[config.mk]
export PLATFORM = sky130hd
export DESIGN_NAME = nearest_seed_voxel_labeler_flat
export DESIGN_NICKNAME = d
export VERILOG_FILES = /design/src/hdl/nsvl_pkg.sv /design/src/hdl/nsvl_if.sv /design/src/hdl/nearest_seed_voxel_labeler.sv /design/src/hdl/nsvl_dist.sv /design/src/flat_wrapper.sv
export SDC_FILE = /design/constraint.sdc
export NUM_CORES = 2
export LEC_CHECK = 0
export BUFFER_PORTS_ARGS = -buffer_cell sky130_fd_sc_hd__buf_2
export CAP_MARGIN = 5
export CORE_ASPECT_RATIO = 1.25
export CORE_MARGIN = 5
export CORE_UTILIZATION = 50
export DETAILED_ROUTE_END_ITERATION = 6
export GPL_ROUTABILITY_DRIVEN = 0
export PLACE_DENSITY = 0.66
export REMOVE_ABC_BUFFERS = 1
export SLEW_MARGIN = 25
export SYNTH_ARGS = -nofsm -noshare
export SYNTH_HDL_FRONTEND = slang
export SYNTH_HIERARCHICAL = 1
export SYNTH_SLANG_ARGS = --single-unit
[constraint.sdc]
create_clock -name clock -period 22.3 [get_ports clock]
set_input_delay 1.115 -clock clock [delete_from_list [all_inputs] [get_ports clock]]
set_output_delay 1.115 -clock clock [all_outputs]
set_load 0.01 [all_outputs]
[src/hdl/nsvl_pkg.sv]
// ----------------------------------------------------------------------------
// nsvl_pkg
// Shared types and constants for the nearest-seed voxel labeler.
// ----------------------------------------------------------------------------
package nsvl_pkg;

   localparam int COORD_W     = 20;   // Q4 millimetres
   localparam int DIFF_W      = 21;   // coordinate difference / magnitude
   localparam int SQ_W        = 41;   // one squared difference
   localparam int DIST_W      = 42;   // sum of three squares
   localparam int RAD_W       = 44;   // squared radius, Q8 mm^2
   localparam int SEED_CNT_W  = 5;
   localparam int SLOT_W      = 4;
   localparam int SLICE_CNT_W = 19;
   localparam int CSR_IDX_W   = 2;

   localparam logic [RAD_W-1:0] POS_RAD_RESET = 44'd6400;
   localparam logic [RAD_W-1:0] DC_RAD_RESET  = 44'd16384;

   localparam logic KIND_LOAD  = 1'b0;
   localparam logic KIND_VOXEL = 1'b1;

   localparam logic signed [1:0] LABEL_POS = 2'sb01;
   localparam logic signed [1:0] LABEL_BG  = 2'sb00;
   localparam logic signed [1:0] LABEL_DC  = 2'sb11;

   typedef enum logic [CSR_IDX_W-1:0] {
      CSR_SEED_COUNT = 2'd0,
      CSR_POS_RAD    = 2'd1,
      CSR_DC_RAD     = 2'd2
   } csr_index_type;

   typedef struct packed {
      logic signed [COORD_W-1:0] x;
      logic signed [COORD_W-1:0] y;
      logic signed [COORD_W-1:0] z;
      logic                      is_true;
   } seed_entry_type;

   // control that travels with a seed through the distance unit
   typedef struct packed {
      logic vld;
      logic last;
      logic is_true;
   } pipe_ctl_type;

endpackage

[src/hdl/nsvl_if.sv]
// ----------------------------------------------------------------------------
// nsvl_if
// Valid/ready channels of the labeler: request items in, result items out.
// ----------------------------------------------------------------------------
interface nsvl_req_if;
   logic                                valid;
   logic                                ready;
   logic                                kind;
   logic signed [nsvl_pkg::COORD_W-1:0] coord_x;
   logic signed [nsvl_pkg::COORD_W-1:0] coord_y;
   logic signed [nsvl_pkg::COORD_W-1:0] coord_z;
   logic [nsvl_pkg::SLOT_W-1:0]         slot;
   logic                                seed_true;
   logic                                slice_last;

   modport source (output valid, kind, coord_x, coord_y, coord_z, slot, seed_true,
                   slice_last, input ready);
   modport sink (input valid, kind, coord_x, coord_y, coord_z, slot, seed_true,
                 slice_last, output ready);
endinterface

interface nsvl_rsp_if;
   logic                                 valid;
   logic                                 ready;
   logic signed [1:0]                    label;
   logic                                 near_positive;
   logic                                 slice_done;
   logic                                 slice_kept;
   logic [nsvl_pkg::SLICE_CNT_W-1:0]     slice_negative_count;
   logic [nsvl_pkg::SLICE_CNT_W-1:0]     slice_positive_count;

   modport source (output valid, label, near_positive, slice_done, slice_kept,
                   slice_negative_count, slice_positive_count, input ready);
   modport sink (input valid, label, near_positive, slice_done, slice_kept,
                 slice_negative_count, slice_positive_count, output ready);
endinterface

[src/hdl/nearest_seed_voxel_labeler.sv]
// ----------------------------------------------------------------------------
// nearest_seed_voxel_labeler
// Labels voxels by their nearest seed point and keeps per-slice counts.
// ----------------------------------------------------------------------------
//   channel  | dir | handshake          | carries
//   req_ch   | in  | valid/ready        | load seed or classify voxel item
//   rsp_ch   | out | valid/ready        | label and slice summary, voxels only
//   csr_*    | in  | csr_we, no wait    | seed count and two squared radii
//
// A load item only writes the table. A voxel item holds off new items until its
// result is registered; it scans n = min(seed_count, MAX_SEEDS) seeds.
// An empty table skips the scan. The distance unit takes one seed per cycle
// during the scan, behind a registered table read and two internal stages.
// Reset is synchronous; the seed table is not cleared and must be loaded.
// Results wait in an output register; requests are taken again while it waits.
// ----------------------------------------------------------------------------
module nearest_seed_voxel_labeler #(
   parameter int MAX_SEEDS        = 16,
   parameter int MAX_SLICE_VOXELS = 262144
) (
   input  logic                             clock,
   input  logic                             reset,
   input  logic                             csr_we,
   input  logic [nsvl_pkg::CSR_IDX_W-1:0]   csr_index,
   input  logic [nsvl_pkg::RAD_W-1:0]       csr_wdata,
   nsvl_req_if.sink                         req_ch,
   nsvl_rsp_if.source                       rsp_ch
);

   localparam int IDX_W = (MAX_SEEDS > 1) ? $clog2(MAX_SEEDS) : 1;
   localparam int CNT_W = $clog2(MAX_SEEDS + 1);
   localparam int SLC_W = $clog2(MAX_SLICE_VOXELS + 1);

   typedef enum logic [2:0] {
      ST_IDLE   = 3'b001,
      ST_SCAN   = 3'b010,
      ST_DECIDE = 3'b100
   } state_type;

   // configuration
   logic [nsvl_pkg::SEED_CNT_W-1:0] seed_count_ff;
   logic [nsvl_pkg::RAD_W-1:0]      pos_rad_ff, dc_rad_ff;

   // control
   state_type                       state_ff, state_in;
   logic [CNT_W-1:0]                n_ff, n_in;
   logic [CNT_W-1:0]                issue_cnt_ff;
   logic                            last_ff;
   logic signed [nsvl_pkg::COORD_W-1:0] pt_x_ff, pt_y_ff, pt_z_ff;

   // seed table and read stage
   nsvl_pkg::seed_entry_type        seed_mem_ff [MAX_SEEDS];
   nsvl_pkg::seed_entry_type        seed_q_ff, wr_entry;
   nsvl_pkg::pipe_ctl_type          rd_ctl_ff, rd_ctl_in, dist_ctl_in, dist_ctl;
   logic [nsvl_pkg::DIST_W-1:0]     dist_sq;

   // running best
   logic [nsvl_pkg::DIST_W-1:0]     best_d_ff;
   logic                            best_true_ff, best_vld_ff;

   // slice state
   logic [SLC_W-1:0]                zero_cnt_ff, one_cnt_ff, zero_cnt_in, one_cnt_in;
   logic                            hit_ff, hit_in;

   // result register
   logic                            rsp_vld_ff;
   logic signed [1:0]               label_ff, label_in;
   logic                            near_ff, done_ff, kept_ff;
   logic [nsvl_pkg::SLICE_CNT_W-1:0] neg_cnt_ff, pos_cnt_ff;

   logic req_accept, voxel_accept, load_wr, issue, take, out_free, finish;
   logic near, in_dc, one_inc, zero_inc;
   logic [IDX_W-1:0] wr_addr;

   assign req_ch.ready = (state_ff == ST_IDLE);
   assign req_accept   = req_ch.valid && req_ch.ready;
   assign voxel_accept = req_accept && (req_ch.kind == nsvl_pkg::KIND_VOXEL);
   assign load_wr      = req_accept && (req_ch.kind == nsvl_pkg::KIND_LOAD)
                         && (32'(req_ch.slot) < MAX_SEEDS);
   assign wr_addr      = IDX_W'(req_ch.slot);
   assign wr_entry     = '{x: req_ch.coord_x, y: req_ch.coord_y, z: req_ch.coord_z,
                           is_true: req_ch.seed_true};

   assign n_in = (32'(seed_count_ff) > MAX_SEEDS) ? CNT_W'(MAX_SEEDS)
                                                  : CNT_W'(seed_count_ff);

   assign issue     = (state_ff == ST_SCAN) && (issue_cnt_ff < n_ff);
   assign rd_ctl_in = '{vld: issue, last: (issue_cnt_ff == n_ff - 1'b1), is_true: 1'b0};
   assign dist_ctl_in = '{vld: rd_ctl_ff.vld, last: rd_ctl_ff.last,
                          is_true: seed_q_ff.is_true};

   // strict less-than keeps the lowest slot on ties
   assign take     = dist_ctl.vld && (!best_vld_ff || (dist_sq < best_d_ff));
   assign out_free = !rsp_vld_ff || rsp_ch.ready;
   assign finish   = (state_ff == ST_DECIDE) && out_free;

   // ---------------------------------------------------------------- config
   always_ff @(posedge clock) begin
      if (reset) begin
         seed_count_ff <= '0;
         pos_rad_ff    <= nsvl_pkg::POS_RAD_RESET;
         dc_rad_ff     <= nsvl_pkg::DC_RAD_RESET;
      end else if (csr_we) begin
         case (csr_index)
            nsvl_pkg::CSR_SEED_COUNT: begin
               seed_count_ff <= csr_wdata[nsvl_pkg::SEED_CNT_W-1:0];
            end
            nsvl_pkg::CSR_POS_RAD: begin
               pos_rad_ff <= csr_wdata;
            end
            nsvl_pkg::CSR_DC_RAD: begin
               dc_rad_ff <= csr_wdata;
            end
            default: begin
            end
         endcase
      end
   end

   // ---------------------------------------------------------------- table
   always_ff @(posedge clock) begin
      if (load_wr) begin
         seed_mem_ff[wr_addr] <= wr_entry;
      end
      if (issue) begin
         seed_q_ff <= seed_mem_ff[issue_cnt_ff[IDX_W-1:0]];
      end
   end

   nsvl_dist u_dist (
      .clock   (clock),
      .reset   (reset),
      .ctl_in  (dist_ctl_in),
      .seed    (seed_q_ff),
      .pt_x    (pt_x_ff),
      .pt_y    (pt_y_ff),
      .pt_z    (pt_z_ff),
      .ctl_out (dist_ctl),
      .dist_sq (dist_sq)
   );

   // ---------------------------------------------------------------- sequencer
   always_comb begin
      state_in = state_ff;
      case (state_ff)
         ST_IDLE: begin
            if (voxel_accept) begin
               state_in = (n_in == '0) ? ST_DECIDE : ST_SCAN;
            end
         end
         ST_SCAN: begin
            if (dist_ctl.vld && dist_ctl.last) begin
               state_in = ST_DECIDE;
            end
         end
         ST_DECIDE: begin
            if (out_free) begin
               state_in = ST_IDLE;
            end
         end
         default: begin
            state_in = ST_IDLE;
         end
      endcase
   end

   always_ff @(posedge clock) begin
      if (reset) begin
         state_ff     <= ST_IDLE;
         rd_ctl_ff    <= '0;
         issue_cnt_ff <= '0;
         best_vld_ff  <= 1'b0;
      end else begin
         state_ff  <= state_in;
         rd_ctl_ff <= rd_ctl_in;
         if (voxel_accept) begin
            issue_cnt_ff <= '0;
            best_vld_ff  <= 1'b0;
         end else begin
            if (issue) begin
               issue_cnt_ff <= issue_cnt_ff + 1'b1;
            end
            if (take) begin
               best_vld_ff <= 1'b1;
            end
         end
      end
   end

   always_ff @(posedge clock) begin
      if (voxel_accept) begin
         n_ff    <= n_in;
         pt_x_ff <= req_ch.coord_x;
         pt_y_ff <= req_ch.coord_y;
         pt_z_ff <= req_ch.coord_z;
         last_ff <= req_ch.slice_last;
      end
      if (take) begin
         best_d_ff    <= dist_sq;
         best_true_ff <= dist_ctl.is_true;
      end
   end

   // ---------------------------------------------------------------- decide
   always_comb begin
      near  = best_vld_ff && ({2'b00, best_d_ff} < pos_rad_ff);
      in_dc = best_vld_ff && ({2'b00, best_d_ff} < dc_rad_ff);
      if (near) begin
         label_in = best_true_ff ? nsvl_pkg::LABEL_POS : nsvl_pkg::LABEL_BG;
      end else if (in_dc) begin
         label_in = best_true_ff ? nsvl_pkg::LABEL_DC : nsvl_pkg::LABEL_BG;
      end else begin
         label_in = nsvl_pkg::LABEL_BG;
      end
      // an empty table counts nothing
      one_inc  = best_vld_ff && (label_in == nsvl_pkg::LABEL_POS);
      zero_inc = best_vld_ff && (label_in == nsvl_pkg::LABEL_BG);
      one_cnt_in  = (one_inc && (32'(one_cnt_ff) < MAX_SLICE_VOXELS))
                    ? one_cnt_ff + 1'b1 : one_cnt_ff;
      zero_cnt_in = (zero_inc && (32'(zero_cnt_ff) < MAX_SLICE_VOXELS))
                    ? zero_cnt_ff + 1'b1 : zero_cnt_ff;
      hit_in = hit_ff | near;
   end

   always_ff @(posedge clock) begin
      if (reset) begin
         zero_cnt_ff <= '0;
         one_cnt_ff  <= '0;
         hit_ff      <= 1'b0;
         rsp_vld_ff  <= 1'b0;
      end else begin
         if (finish) begin
            rsp_vld_ff <= 1'b1;
            if (last_ff) begin
               zero_cnt_ff <= '0;
               one_cnt_ff  <= '0;
               hit_ff      <= 1'b0;
            end else begin
               zero_cnt_ff <= zero_cnt_in;
               one_cnt_ff  <= one_cnt_in;
               hit_ff      <= hit_in;
            end
         end else if (rsp_ch.ready) begin
            rsp_vld_ff <= 1'b0;
         end
      end
   end

   always_ff @(posedge clock) begin
      if (finish) begin
         label_ff   <= label_in;
         near_ff    <= near;
         done_ff    <= last_ff;
         kept_ff    <= last_ff && hit_in;
         neg_cnt_ff <= last_ff ? nsvl_pkg::SLICE_CNT_W'(zero_cnt_in) : '0;
         pos_cnt_ff <= last_ff ? nsvl_pkg::SLICE_CNT_W'(one_cnt_in) : '0;
      end
   end

   assign rsp_ch.valid                = rsp_vld_ff;
   assign rsp_ch.label                = label_ff;
   assign rsp_ch.near_positive        = near_ff;
   assign rsp_ch.slice_done           = done_ff;
   assign rsp_ch.slice_kept           = kept_ff;
   assign rsp_ch.slice_negative_count = neg_cnt_ff;
   assign rsp_ch.slice_positive_count = pos_cnt_ff;

   // ---------------------------------------------------------------- checks
   a_dist_in_scan: assert property (@(posedge clock) disable iff (reset)
      dist_ctl.vld |-> (state_ff == ST_SCAN))
      else $error("distance result outside of a scan");

   a_issue_bound: assert property (@(posedge clock) disable iff (reset)
      (state_ff == ST_SCAN) |-> (issue_cnt_ff <= n_ff))
      else $error("seed read past the active count");

   a_dc_not_near: assert property (@(posedge clock) disable iff (reset)
      (rsp_ch.valid && (rsp_ch.label == nsvl_pkg::LABEL_DC)) |-> !rsp_ch.near_positive)
      else $error("don't-care label inside the positive radius");

   a_slice_fields: assert property (@(posedge clock) disable iff (reset)
      (rsp_ch.valid && !rsp_ch.slice_done) |->
         (!rsp_ch.slice_kept && (rsp_ch.slice_negative_count == '0)
          && (rsp_ch.slice_positive_count == '0)))
      else $error("slice summary on an item that does not close a slice");

   a_voxel_busy: assert property (@(posedge clock) disable iff (reset)
      voxel_accept |=> !req_ch.ready)
      else $error("new item taken while a voxel is in work");

endmodule

[src/hdl/nsvl_dist.sv]
// ----------------------------------------------------------------------------
// nsvl_dist
// Squared-distance unit: one seed per cycle, two register stages
// (squares, then their sum).
// ----------------------------------------------------------------------------
module nsvl_dist (
   input  logic                                clock,
   input  logic                                reset,
   input  nsvl_pkg::pipe_ctl_type              ctl_in,
   input  nsvl_pkg::seed_entry_type            seed,
   input  logic signed [nsvl_pkg::COORD_W-1:0] pt_x,
   input  logic signed [nsvl_pkg::COORD_W-1:0] pt_y,
   input  logic signed [nsvl_pkg::COORD_W-1:0] pt_z,
   output nsvl_pkg::pipe_ctl_type              ctl_out,
   output logic [nsvl_pkg::DIST_W-1:0]         dist_sq
);

   logic signed [nsvl_pkg::DIFF_W-1:0] dx, dy, dz;
   logic [nsvl_pkg::DIFF_W-1:0]        ax, ay, az;
   logic [2*nsvl_pkg::DIFF_W-1:0]      px, py, pz;
   logic [nsvl_pkg::SQ_W-1:0]          sq_x_in, sq_y_in, sq_z_in;
   logic [nsvl_pkg::SQ_W-1:0]          sq_x_ff, sq_y_ff, sq_z_ff;
   logic [nsvl_pkg::DIST_W-1:0]        dist_in, dist_ff;
   nsvl_pkg::pipe_ctl_type             ctl1_ff, ctl2_ff;

   always_comb begin
      dx = nsvl_pkg::DIFF_W'(seed.x) - nsvl_pkg::DIFF_W'(pt_x);
      dy = nsvl_pkg::DIFF_W'(seed.y) - nsvl_pkg::DIFF_W'(pt_y);
      dz = nsvl_pkg::DIFF_W'(seed.z) - nsvl_pkg::DIFF_W'(pt_z);
      ax = dx[nsvl_pkg::DIFF_W-1] ? nsvl_pkg::DIFF_W'(-dx) : nsvl_pkg::DIFF_W'(dx);
      ay = dy[nsvl_pkg::DIFF_W-1] ? nsvl_pkg::DIFF_W'(-dy) : nsvl_pkg::DIFF_W'(dy);
      az = dz[nsvl_pkg::DIFF_W-1] ? nsvl_pkg::DIFF_W'(-dz) : nsvl_pkg::DIFF_W'(dz);
      px = ax * ax;
      py = ay * ay;
      pz = az * az;
      // magnitude is at most 2^20, so the square fits in 41 bits
      sq_x_in = px[nsvl_pkg::SQ_W-1:0];
      sq_y_in = py[nsvl_pkg::SQ_W-1:0];
      sq_z_in = pz[nsvl_pkg::SQ_W-1:0];
      dist_in = nsvl_pkg::DIST_W'(sq_x_ff) + nsvl_pkg::DIST_W'(sq_y_ff)
              + nsvl_pkg::DIST_W'(sq_z_ff);
   end

   always_ff @(posedge clock) begin
      if (reset) begin
         ctl1_ff <= '0;
         ctl2_ff <= '0;
      end else begin
         ctl1_ff <= ctl_in;
         ctl2_ff <= ctl1_ff;
      end
   end

   always_ff @(posedge clock) begin
      sq_x_ff <= sq_x_in;
      sq_y_ff <= sq_y_in;
      sq_z_ff <= sq_z_in;
      dist_ff <= dist_in;
   end

   assign ctl_out = ctl2_ff;
   assign dist_sq = dist_ff;

endmodule

[src/flat_wrapper.sv]
// flat-port wrapper written by rule: the top's interface ports become plain ports
module nearest_seed_voxel_labeler_flat 
#(
   parameter int MAX_SEEDS        = 16,
   parameter int MAX_SLICE_VOXELS = 262144
)
  (clock, reset, csr_we, csr_index, csr_wdata, req_ch_valid, req_ch_kind, req_ch_coord_x, req_ch_coord_y, req_ch_coord_z, req_ch_slot, req_ch_seed_true, req_ch_slice_last, req_ch_ready, rsp_ch_valid, rsp_ch_label, rsp_ch_near_positive, rsp_ch_slice_done, rsp_ch_slice_kept, rsp_ch_slice_negative_count, rsp_ch_slice_positive_count, rsp_ch_ready);
  nsvl_req_if req_ch_i ();
  nsvl_rsp_if rsp_ch_i ();
  input  logic clock;
  input  logic reset;
  input  logic csr_we;
  input  logic [nsvl_pkg::CSR_IDX_W-1:0] csr_index;
  input  logic [nsvl_pkg::RAD_W-1:0] csr_wdata;
  input wire logic [$bits(req_ch_i.valid)-1:0] req_ch_valid;
  input wire logic [$bits(req_ch_i.kind)-1:0] req_ch_kind;
  input wire logic [$bits(req_ch_i.coord_x)-1:0] req_ch_coord_x;
  input wire logic [$bits(req_ch_i.coord_y)-1:0] req_ch_coord_y;
  input wire logic [$bits(req_ch_i.coord_z)-1:0] req_ch_coord_z;
  input wire logic [$bits(req_ch_i.slot)-1:0] req_ch_slot;
  input wire logic [$bits(req_ch_i.seed_true)-1:0] req_ch_seed_true;
  input wire logic [$bits(req_ch_i.slice_last)-1:0] req_ch_slice_last;
  output wire logic [$bits(req_ch_i.ready)-1:0] req_ch_ready;
  output wire logic [$bits(rsp_ch_i.valid)-1:0] rsp_ch_valid;
  output wire logic [$bits(rsp_ch_i.label)-1:0] rsp_ch_label;
  output wire logic [$bits(rsp_ch_i.near_positive)-1:0] rsp_ch_near_positive;
  output wire logic [$bits(rsp_ch_i.slice_done)-1:0] rsp_ch_slice_done;
  output wire logic [$bits(rsp_ch_i.slice_kept)-1:0] rsp_ch_slice_kept;
  output wire logic [$bits(rsp_ch_i.slice_negative_count)-1:0] rsp_ch_slice_negative_count;
  output wire logic [$bits(rsp_ch_i.slice_positive_count)-1:0] rsp_ch_slice_positive_count;
  input wire logic [$bits(rsp_ch_i.ready)-1:0] rsp_ch_ready;
  assign req_ch_i.valid = req_ch_valid;
  assign req_ch_i.kind = req_ch_kind;
  assign req_ch_i.coord_x = req_ch_coord_x;
  assign req_ch_i.coord_y = req_ch_coord_y;
  assign req_ch_i.coord_z = req_ch_coord_z;
  assign req_ch_i.slot = req_ch_slot;
  assign req_ch_i.seed_true = req_ch_seed_true;
  assign req_ch_i.slice_last = req_ch_slice_last;
  assign req_ch_ready = req_ch_i.ready;
  assign rsp_ch_valid = rsp_ch_i.valid;
  assign rsp_ch_label = rsp_ch_i.label;
  assign rsp_ch_near_positive = rsp_ch_i.near_positive;
  assign rsp_ch_slice_done = rsp_ch_i.slice_done;
  assign rsp_ch_slice_kept = rsp_ch_i.slice_kept;
  assign rsp_ch_slice_negative_count = rsp_ch_i.slice_negative_count;
  assign rsp_ch_slice_positive_count = rsp_ch_i.slice_positive_count;
  assign rsp_ch_i.ready = rsp_ch_ready;
  nearest_seed_voxel_labeler #(.MAX_SEEDS(MAX_SEEDS), .MAX_SLICE_VOXELS(MAX_SLICE_VOXELS)) u_core (.clock(clock), .reset(reset), .csr_we(csr_we), .csr_index(csr_index), .csr_wdata(csr_wdata), .req_ch(req_ch_i), .rsp_ch(rsp_ch_i));
endmodule
### Yosys cells after proc, flatten, opt, wreduce, memory -nomap -nowiden

Memories as Yosys holds them, arrays and structs flattened. A register that Yosys moved wholly into a read port is not among the register bits.
Index checks and enable logic that the tools add are counted.

| storage, ports and cells | value |
|---|---|
| register bits after elaboration | 467 |
| RAM bits | 976 |
| bits of input ports | 118 |
| output and inout bits | 45 |
| logic and storage cells | 119 |
| memories kept | 1 |

Memories:

| name | depth | bits a word | rd ports | clocked after Yosys merged registers in | write ports | line | source |
|---|---|---|---|---|---|---|---|
| u_core.seed_mem_ff | 16 | 61 | 1 | 1 | 1 | nearest_seed_voxel_labeler.sv:52 | `nsvl_pkg::seed_entry_type seed_mem_ff [MAX_SEEDS];` |

| operators by class | value |
|---|---|
| add/subtract/negate cells | 12 |
| $mul | 3 |
| order comparisons | 7 |
| equality and inequality tests | 10 |
| mux-type cells | 22 |
| bitwise logic cells | 2 |
| reductions and logical operators | 27 |

Operator list:

| operator | count |
|---|---|
| multiplier 21 x 21 -> 41 bit | 3 |
| less-than comparator 42 x 44 -> 1 bit | 2 |
| two-way mux 19 bit | 4 |
| two-way mux 21 bit | 3 |
| negation 21 bit | 3 |
| subtractor 20 x 20 -> 21 bit | 3 |
| adder 41 x 41 -> 42 bit | 1 |
| adder 42 x 41 -> 42 bit | 1 |
| less-than comparator 42 bit | 1 |
| adder 19 x 1 -> 19 bit, second input constant | 2 |
| less-than comparator 19 bit, second input constant | 2 |
| logical AND 1 bit | 14 |
| two-way mux 3 bit | 4 |
| one-hot mux 3 bit (3 select lines) | 1 |
| two-way mux 1 bit | 6 |
| two-way mux 2 bit | 3 |
| AND reduction 2 bit | 3 |
| adder 5 x 1 -> 5 bit, second input constant | 1 |
| equality test 5 bit | 1 |
| greater-than comparator 5 bit, second input constant | 1 |
| logical NOT 5 bit | 1 |
| less-than comparator 5 bit | 1 |
| two-way mux 5 bit | 1 |
| subtractor 5 x 1 -> 5 bit, second input constant | 1 |
| 15 further kinds | 20 |

### Logic depth before layout (Yosys ltp)

| logic depth | value |
|---|---|
| depth in word-level cells | 9 |
| mapped depth | 42 |
| depth with buffers taken out | 40 |

### By module

The synthesis kept the hierarchy.

Modules (own cells, without submodules):

| module | times used | cells an instance | area an instance (um^2) | sequential area each (um^2) |
|---|---|---|---|---|
| nearest_seed_voxel_labeler | 1 | 2,912 | 52,766.9 | 38,587.0 |
| nsvl_dist | 1 | 5,255 | 47,092.7 | 3,363.2 |

### Least setup slack after synthesis

OpenSTA, ideal clock, no wires.

| timing | value |
|---|---|
| path kind | reg-to-reg |
| from | reg u_core.issue_cnt_ff[0] |
| to | reg u_core.issue_cnt_ff[3] |
| library setup time | 0.065 ns |
| data arrival time | 9.850 ns |
| setup slack | 12.385 ns |
| cell stages (with the launch flop) | 14 |
| path through | dfxtp_1 clkbuf_1 buf_1 buf_1 inv_1 ha_1 nor2b_1 o21a_1 o21ai_0 nand2b_1 a2111oi_1 nand4_1 xor2_1 nor2_1 |

| between the ends | value |
|---|---|
| longest elaborated chain between the ends | 2 |
| elaborated cells between the ends (all ways) | 3 |
| classes of those cells | 1 x add/sub; 1 x order compare; 1 x reduce/logical |

RTL lines:

| item | line | source |
|---|---|---|
| from (decl) | nearest_seed_voxel_labeler.sv:47 | `logic [CNT_W-1:0] issue_cnt_ff;` |
| from (signal assigned) | nearest_seed_voxel_labeler.sv:181 | `issue_cnt_ff <= issue_cnt_ff + 1'b1;` |
| less-than comparator 5 bit | nearest_seed_voxel_labeler.sv:87 | `assign issue = (state_ff == ST_SCAN) && (issue_cnt_ff < n_ff);` |
| logical AND 1 bit | nearest_seed_voxel_labeler.sv:87 |  |
| named net u_core.issue | nearest_seed_voxel_labeler.sv:71 | `logic req_accept, voxel_accept, load_wr, issue, take, out_free, finish;` |

The timed path passes the listed nets, and every way through them passes these cells.
A chain may end at the register's enable or synchronous reset.

### Worst setup path in the final report

| timing | value |
|---|---|
| from | reg u_core/pt_x_ff[0] in the netlist's numbering |
| to | reg u_core/u_dist/sq_x_ff[40] in the netlist's numbering |

| between the ends | value |
|---|---|
| longest elaborated chain between the ends | 4 |

RTL lines:

| item | line | source |
|---|---|---|
| from (decl) | nearest_seed_voxel_labeler.sv:49 | `logic signed [nsvl_pkg::COORD_W-1:0] pt_x_ff, pt_y_ff, pt_z_ff;` |
| from (signal assigned) | nearest_seed_voxel_labeler.sv:193 | `pt_x_ff <= req_ch.coord_x;` |
| subtractor 20 x 20 -> 21 bit (*) | nsvl_dist.sv:27 | `dx = nsvl_pkg::DIFF_W'(seed.x) - nsvl_pkg::DIFF_W'(pt_x);` |
| negation 21 bit | nsvl_dist.sv:30 | `ax = dx[nsvl_pkg::DIFF_W-1] ? nsvl_pkg::DIFF_W'(-dx) : nsvl_pkg::DIFF_W'(dx);` |
| two-way mux 21 bit (*) | nsvl_dist.sv:30 |  |
| multiplier 21 x 21 -> 41 bit (*) | nsvl_dist.sv:33 | `px = ax * ax;` |
| named net u_core.u_dist.px (one bit) | nsvl_dist.sv:20 | `logic [2*nsvl_pkg::DIFF_W-1:0] px, py, pz;` |
| to (signal assigned) | nsvl_dist.sv:55 | `sq_x_ff <= sq_x_in;` |
| to (decl) | nsvl_dist.sv:22 | `logic [nsvl_pkg::SQ_W-1:0] sq_x_ff, sq_y_ff, sq_z_ff;` |

Mark *: on every way through the listed nets, which the timed path passes. The rest lies on a longest branch.

==> reports/qor.csv <==
metric;value;unit
period_share;0.522;
post-cts-setup-buffers;0;
avgSynthCellArea;12.2;sq um
grt.busiest_layer;met2;
post_cts_resize_count;0;
vias;62349;
final_common_cell;inv_1;
tightestPinTransition;1110;ps
max_stage_delay;880;ps
met1_usage;0.296;
final.min_clock_period;11640;ps
cp_max_fo;19;
ys_ff_latch;1501;
r2r-start;u_core/pt_x_ff[0]$_DFFE_PP_;
met2_usage;0.405;
final_cell_mix;inv_1, edfxtp_1, fa_1;
syn_area;0.0999;sq mm
rsz0062_at_grt;no;
first_global_vias;66096;
hp-class;reg2reg;
cts_sinks;1501;
start_util;0.502;
num_io_pins;163;
arrival;12280;ps
slew_headroom;0.261;
crit_required;22950;ps
die_w;410;um
cp-start-kind;register;
skew;64.6;ps
setup_tns;0;ps
grt_usage;0.230;
synthCells;8167;
drive_above_1_share;0.107;
synth_top_area_share;0.358;
synth-edff-count;1189;
worst_path_max_delay_cell;xnor2_1;
drtPass1Iterations;6;
cap_viol_max_count;0;
grt_start_max_net_pins;132;
clock_path_buffers;3;
ys_warn_count;6;
drt_iter0_drc;4800;
criticalPathCategory;reg2reg;
cp-end-kind;register;
port_buffers;162;
viasPerCell;5.62;
max_clock_freq;85.9;MHz
gr-total-overflow;0;
timing_hold_violations_final;0;
dp_hpwl;168;mm
antenna_found_initial;26;
ys.flop_type;edfxtp_1;
wirelength;237;mm
synth.largest_area_cell;edfxtp_1;
wire_per_inst;21.4;um
fill_cells;16420;
hp-start;u_core/u_dist/ctl_out[0]$_SDFF_PP0_;
htree_levels;4;
dieArea;0.209;sq mm
setup_violations;0;
synth.area.top_cells;edfxtp_1, fa_1, ha_1;
path_clk_slew;60;ps
std_cell_rows;183;
slew_viol_final;0;
rrSetupSlack;10660;ps
grt_pass1_wl;374;mm
grtUsageMet3;0.0364;
cts_buffers;145;
nets;10150;
r2r-end;u_core/u_dist/sq_x_ff[40]$_DFF_P_;
core_area;0.199;sq mm
ant_nets;0;
crit_top_cell;fa_1;
async_reset_ff_frac;0;
ys_types;99;
holdBufCountCts;0;
hold_slack;403;ps
cts_tree;yes;
drc;0;
status;complete, no violations;
die_y;510;um
rr_worst_depth;35;
syn_to_final_growth;9.30;%
holdPathEnd;u_core/best_true_ff$_DFFE_PP_;
worstSkewPairLatency;820;ps
root_buffer;clkbuf_16;
ys_seq_area_frac;0.420;
hold_depth;0;
-- layout make-up --
| type | count | area (sq um) | share of cell area |
|---|---|---|---|
| sequential | 1501 | 42000 | 0.384 |
| tap | 2590 | 3240 | 0.0297 |
| timing repair buffer | 276 | 1770 | 0.0162 |
| clock buffer | 174 | 3760 | 0.0344 |
| antenna | 9 | 22.5 | 0.000206 |
| clock inverter | 88 | 1100 | 0.0101 |
| inverter | 1486 | 5580 | 0.0512 |
| multi-input combinational | 4979 | 51700 | 0.474 |
-- cell families after synthesis --
kind of cell / after synthesis / share of synthesized area
AOI/OAI and AO/OA: 958 / 0.0616
xor gates and xnor gates: 291 / 0.0260
adders and majority gates: 1643 / 0.279
buffers and inverters: 1735 / 0.0659
DFF: 1501 / 0.420
muxes: 320 / 0.0703
other: 2 / 0.0000752
and+or+nand+nor: 1717 / 0.0768
-- flip-flops by register name (all words and copies together), names as in the netlist, 20 cells and up --
signal / count
u_core/pos_rad_ff: 44
u_core/pt_y_ff: 20
u_core/dc_rad_ff: 44
u_core/u_dist/sq_y_ff: 40
u_core/pt_z_ff: 20
u_core/seed_q_ff: 60
u_core/u_dist/dist_sq: 42
u_core/pt_x_ff: 20
u_core/u_dist/sq_z_ff: 40
u_core/u_dist/sq_x_ff: 40
u_core/best_d_ff: 42
u_core/seed_mem_ff: 976
-- stage by stage --
step	setup slack (ps)	util	std cells	area [sq um]
after floorplan	6890	-	7966	99000
after global placement	11100	0.524	10827	104000
after detailed placement	10880	0.524	10831	104000
after CTS	10780	0.549	11093	109000
after global routing	9980	0.549	11098	109000
final	10660	0.549	11103	109000
-- layer usage --
layer / wire length [um] / vias to the layer above
li1: - / 28001
met1: 93400 / 31656
met2: 120000 / 2152
met3: 15600 / 516
met4: 7760 / 24
met5: 155 / -
-- synthesized netlist by cell type, drive strengths merged, types with 29 or more instances --
library cell,instances
nand3,71
and3,36
ha,669
a21o,134
a211oi,30
nand2,732
o21a,42
nor2,510
nand2b,35
xnor2,196
mux4,305
o211ai,35
edfxtp,1189
fa,974
inv,1480
buf,63
dfxtp,312
a31oi,54
nand4,52
o21bai,29
a21oi,342
clkbuf,186
and2,33
o21ai,149
nor3,54
xor2,95
nor2b,49
or3,37
-- how the worst max path moves through the flow --
| stage | to | slack [ps] | from |
|---|---|---|---|
| 3_5_place_dp | u_core/u_dist/sq_x_ff[40]$_DFF_P_ | 10880 | u_core/pt_x_ff[0]$_DFFE_PP_ |
| 3_3_place_gp | u_core/u_dist/sq_x_ff[40]$_DFF_P_ | 11100 | u_core/seed_q_ff[41]$_DFFE_PP_ |
| 5_1_grt | u_core/u_dist/sq_x_ff[40]$_DFF_P_ | 9980 | u_core/pt_x_ff[0]$_DFFE_PP_ |
| 4_1_cts | u_core/u_dist/sq_x_ff[40]$_DFF_P_ | 10780 | u_core/pt_x_ff[0]$_DFFE_PP_ |
| 6_report | u_core/u_dist/sq_x_ff[40]$_DFF_P_ | 10660 | u_core/pt_x_ff[0]$_DFFE_PP_ |
| 2_1_floorplan | u_core/issue_cnt_ff[3]$_SDFFE_PP0P_ | 6890 | u_core/issue_cnt_ff[1]$_SDFFE_PP0P_ |
-- critical path: cells and delay by family, from the launching register on --
family / cells / cell delay, ps
AND/OR/NAND/NOR: 5 / 1140
buffers and inverters: 4 / 610
XOR/XNOR: 2 / 1030
flip-flops: 1 / 370
AO/OA/AOI/OAI: 14 / 3920
adder cells (fa/ha/maj): 10 / 4380
Power is left out: the tool's default activity adds up to more than one toggle a clock period on the data nets, which glitch-free logic cannot reach.
